`src/gcbc_pkg.sv`:
```
// Package for the graph connectivity / bipartite checker.
// Shared constants, item codes and the result record type.
// No dependencies.
`default_nettype none

package gcbc_pkg;

    // Default sizing of the graph storage
    localparam int DEF_MAX_VERTICES = 1024;
    localparam int DEF_MAX_EDGES    = 4096;

    // Field widths fixed by the interface
    localparam int VCOUNT_W     = 11;
    localparam int ENDPOINT_W   = 10;
    localparam int QUEUE_DEPTH  = 4;

    // Reset value of the vertex count register
    localparam logic [VCOUNT_W-1:0] VCOUNT_RESET = VCOUNT_W'(1);

    // Item opcodes
    localparam logic OP_ADD_EDGE = 1'b0;
    localparam logic OP_EVALUATE = 1'b1;

    // One evaluation result
    typedef struct packed {
        logic connected;
        logic bipartite_component;
        logic answer_yes;
        logic overflow;
    } res_t;

endpackage

`default_nettype wire

```
`src/gcbc_queue.sv`:
```
// Short command queue between the front end and the execution engine.
// Register based circular buffer of QUEUE_DEPTH entries.
// Depends on gcbc_pkg.
`default_nettype none

module gcbc_queue #(
    parameter int WIDTH = 21
) (
    input  wire logic             clk,
    input  wire logic             rst_n,
    input  wire logic             wr_en,
    input  wire logic [WIDTH-1:0] wr_data,
    input  wire logic             rd_en,
    output logic [WIDTH-1:0]      rd_data,
    output logic                  full,
    output logic                  empty
);
    import gcbc_pkg::*;

    localparam int PTR_W = $clog2(QUEUE_DEPTH);

    logic [WIDTH-1:0] slot_reg [QUEUE_DEPTH];
    logic [PTR_W-1:0] wr_ptr_reg, wr_ptr_next;
    logic [PTR_W-1:0] rd_ptr_reg, rd_ptr_next;
    logic [PTR_W:0]   count_reg, count_next;
    logic             do_wr, do_rd;

    assign full    = (count_reg == (PTR_W+1)'(QUEUE_DEPTH));
    assign empty   = (count_reg == '0);
    assign rd_data = slot_reg[rd_ptr_reg];
    assign do_wr   = wr_en && !full;
    assign do_rd   = rd_en && !empty;

    // Pointer and fill count update
    always_comb
    begin
        wr_ptr_next = do_wr ? wr_ptr_reg + 1'b1 : wr_ptr_reg;
        rd_ptr_next = do_rd ? rd_ptr_reg + 1'b1 : rd_ptr_reg;
        count_next  = count_reg;
        if (do_wr && !do_rd)
        begin
            count_next = count_reg + 1'b1;
        end
        else if (do_rd && !do_wr)
        begin
            count_next = count_reg - 1'b1;
        end
    end

    always_ff @(posedge clk or negedge rst_n)
    begin
        if (!rst_n)
        begin
            wr_ptr_reg <= '0;
            rd_ptr_reg <= '0;
            count_reg  <= '0;
        end
        else
        begin
            wr_ptr_reg <= wr_ptr_next;
            rd_ptr_reg <= rd_ptr_next;
            count_reg  <= count_next;
        end
    end

    // Payload storage, no reset
    always_ff @(posedge clk)
    begin
        if (do_wr)
        begin
            slot_reg[wr_ptr_reg] <= wr_data;
        end
    end

endmodule

`default_nettype wire

```
`config.mk`:
```
export PLATFORM = sky130hd
export DESIGN_NAME = gcbc_queue
export DESIGN_NICKNAME = d
export VERILOG_FILES = /design/src/gcbc_pkg.sv /design/src/gcbc_queue.sv
export SDC_FILE = /design/constraint.sdc
export NUM_CORES = 1
export LEC_CHECK = 0
export BUFFER_PORTS_ARGS = -buffer_cell sky130_fd_sc_hd__buf_2
export CORE_MARGIN = 2
export CORE_UTILIZATION = 25
export DETAILED_ROUTE_END_ITERATION = 16
export SYNTH_ARGS = -nofsm -noshare
export SYNTH_HDL_FRONTEND = slang
export SYNTH_SLANG_ARGS = --single-unit
```
`constraint.sdc`:
```
create_clock -name clk -period 2.3 [get_ports clk]
set_input_delay 0.69 -clock clk [delete_from_list [all_inputs] [get_ports clk]]
set_output_delay 0.69 -clock clk [all_outputs]
set_load 0.02 [all_outputs]
```
==> run metrics <==
cell count after synthesis 146; slew margin rel. 0.7939; RR Endpoint count_reg[2]; Top cell by count, worst path buf_6; number of buffers on the longest clock path 2; Core Region 13720 µm²; Post-Place Setup Slack 0.1615 ns; post-route DRC violation count 0; overall routing resource usage 0.08966; proportion of power drawn by combinational gates 0.369; die outline width 121.7 µm; final weighted congestion in routability-driven placement 0.6200; vias in the first global route 1655; Overflow after GRT 0; effective utilization at floorplan 0.2525; maximum frequency from static timing analysis 0.4254 GHz; total of hold buffers inserted after clock tree synthesis 0; worst IR drop on VDD 0.5948 mV; stage delay of the slowest cell on the critical path 0.51 ns; CTS tree built; Post-Route Utilization 0.3240; number of nets with antenna violations after detailed routing 0; Power Total 6.086 mW; First DRT Iteration DRCs 120; worst reg2reg path depth 8; required time of the worst setup path 1.61 ns; worst r2r src count_reg[0]; half-perimeter wire length after detailed placement 4019 µm; Leak Pwr 1.579 nW; switching component of the power 1.801 mW; register area share after synthesis 0.7786; CP Class flip-flop to output port; Final #Nets 246; post-synth design cell area 3465 µm²; worst hold slack 0.1838 ns; total of flip-flops plus latches after synthesis 91; clock edge transition at the registers on the reported setup and hold paths 0.06 ns; initial antenna violation count 0; internal reg-to-reg setup slack 0.18 ns; Max-Cap Viols 0; detail-routed via count per cell 4.028; worst path arrival time 1.66 ns; hold violation count in the final report 0; Critical Path Fanout Max 6; Setup crit end kind output port; Routed Wire Length 6169 µm; clk root buf clkbuf_16; number of port buffers 47; RSZ-0062 raised after global routing yes; fin crit period 2.351 ns; final setup violation count 16; number of clock buffers inserted by TritonCTS 9; transition time at the pin with the least slew margin 0.3091 ns; power density over cell area 1369 nW/µm²; via count 1607; status finished with violations; total I/O pin count 48; launching element type of the critical path flip-flop; overall die height 121.7 µm; clk sinks 91; failing checks setup timing; Final WS setup -0.05074 ns; Warnings, synthesis 0; worst min-delay path category input port to async pin; layout cells sized above 1 0.4612; crit-path cells buf_6, clkbuf_16, mux4_2, buf_6; net count after synthesis 177; number of H-tree branching levels 3; standard cell with the maximum stage delay on the critical path mux4_2; final worst-path cycle share 1.022; global-route wire length before repair 9487 µm; count of TritonRoute iterations in the first routing pass 4; instance area at placement 3986 µm²; area growth from synthesis to layout 28.31%; number of rows created at floorplan 43; part of the power in registers 0.385; cell internal power dissipation 4.285 mW; DR WL/cell 15.46 µm; final count of pins violating max slew 0; flip-flop count of the largest register, all copies and words added 84; final std cells w/o fill 399; Fin Setup TNS -0.4776 ns; clock power share 0.246; antenna diode instance count 0; Final Instance Area 4446 µm²; distinct cell type count of the synthesized netlist 19; die area 14820 µm²; post-route clock skew 0.006405 ns; Cell Count Post-Placement 379; maximum number of pins on one net before global-route repair 20; switching power as a share of total power 0.2959; Syn Area/Cell 23.73 µm²; source-to-sink clock delay at the later pin of the worst-skew pair 0.33 ns
[layer usage]
layer	vias to the layer above	global-route usage	part of all wire
met5	-	0	0
met4	0	0.03017	0.015
met3	9	0.03371	0.043
met2	43	0.1404	0.47
met1	827	0.1151	0.47
li1	728	-	-
[cell usage in the layout, fill, tap and decap left out]
cell | Yosys | routed
dfrtp_1 | 7 | 6
xor2_1 | 2 | 2
mux2_2 | 1 | 1
buf_2 | 2 | 33
ha_1 | 5 | 5
nand3_1 | 1 | 1
dfrtp_2 | 0 | 1
nor3b_2 | 1 | 1
fa_1 | 1 | 1
nand2_1 | 1 | 1
bufinv_16 | 0 | 2
mux2_4 | 1 | 1
nor2_1 | 1 | 1
or3_1 | 1 | 1
and2_1 | 4 | 4
inv_6 | 0 | 1
buf_12 | 0 | 2
inv_1 | 4 | 4
edfxtp_1 | 84 | 84
clkinv_1 | 0 | 3
mux4_2 | 21 | 21
xnor2_1 | 4 | 4
buf_4 | 0 | 11
clkbuf_16 | 0 | 10
buf_6 | 4 | 17
nor2b_1 | 1 | 1
[critical path: cells and delay by family (launching register included)]
| family | cells | cell delay [ns] |
|---|---|---|
| buffers and inverters | 3 | 0.43 |
| DFF | 1 | 0.40 |
| muxes | 1 | 0.51 |
[power by group through the flow]
stage	Clock, mW	Combinational (mW)	Sequential (mW)
floorplan	0	1.35	2.33
global placement	0	1.91	2.38
detailed placement	0	1.93	2.40
CTS	1.54	1.98	2.35
global route	1.61	2.41	2.38
finish	1.49	2.25	2.34
[synth_stat cells]
cell type | instances | area [µm²]
nor3b_2 | 1 | 12.51
inv_1 | 4 | 15.01
mux2_2 | 1 | 11.26
and2_1 | 4 | 25.02
nor2_1 | 1 | 3.750
nand2_1 | 1 | 3.750
nor2b_1 | 1 | 6.260
dfrtp_1 | 7 | 175.2
fa_1 | 1 | 20.02
or3_1 | 1 | 6.260
ha_1 | 5 | 62.56
mux2_4 | 1 | 15.01
mux4_2 | 21 | 473.0
xor2_1 | 2 | 17.52
buf_2 | 2 | 10.01
xnor2_1 | 4 | 35.03
nand3_1 | 1 | 5.000
buf_6 | 4 | 45.04
edfxtp_1 | 84 | 2522
[cells by family after synthesis]
| family | share of synthesized area |
|---|---|
| xor gates and xnor gates | 0.01517 |
| adders and majority gates | 0.02384 |
| buffers and inverters | 0.02022 |
| DFF | 0.7786 |
| muxes | 0.1441 |
| and+or+nand+nor | 0.01805 |
[repair_timing]
item,4_1_cts,5_1_grt
cloned,0,1
gates resized for setup,0,32
endpoints found under the setup margin,19,20
buffers inserted,2,2
[worst max-delay path by stage]
stage | start | slack [ns] | endpoint | cells after the start
after CTS | rd_ptr_reg[0] | -0.08 | rd_data[3] | 3
final | rd_ptr_reg[0] | -0.05 | rd_data[14] | 4
after global placement | wr_en | 0.21 | count_reg[2] | 8
after floorplan | count_reg[0] | 0.21 | count_reg[1] | 7
after global routing | rd_ptr_reg[0] | -0.11 | rd_data[14] | 4
after detailed placement | count_reg[0] | 0.16 | count_reg[2] | 8
[cell type report]
type	instances	area [µm²]
timing repair buffer	64	504.2
tap	180	225.2
sequential	91	2699
inverter	4	15.01
clock buffer	9	225.2
clock inverter	6	80.08
multi-input combinational	45	696.9
fill	1323	9274
(Power assumes the default switching activity.)
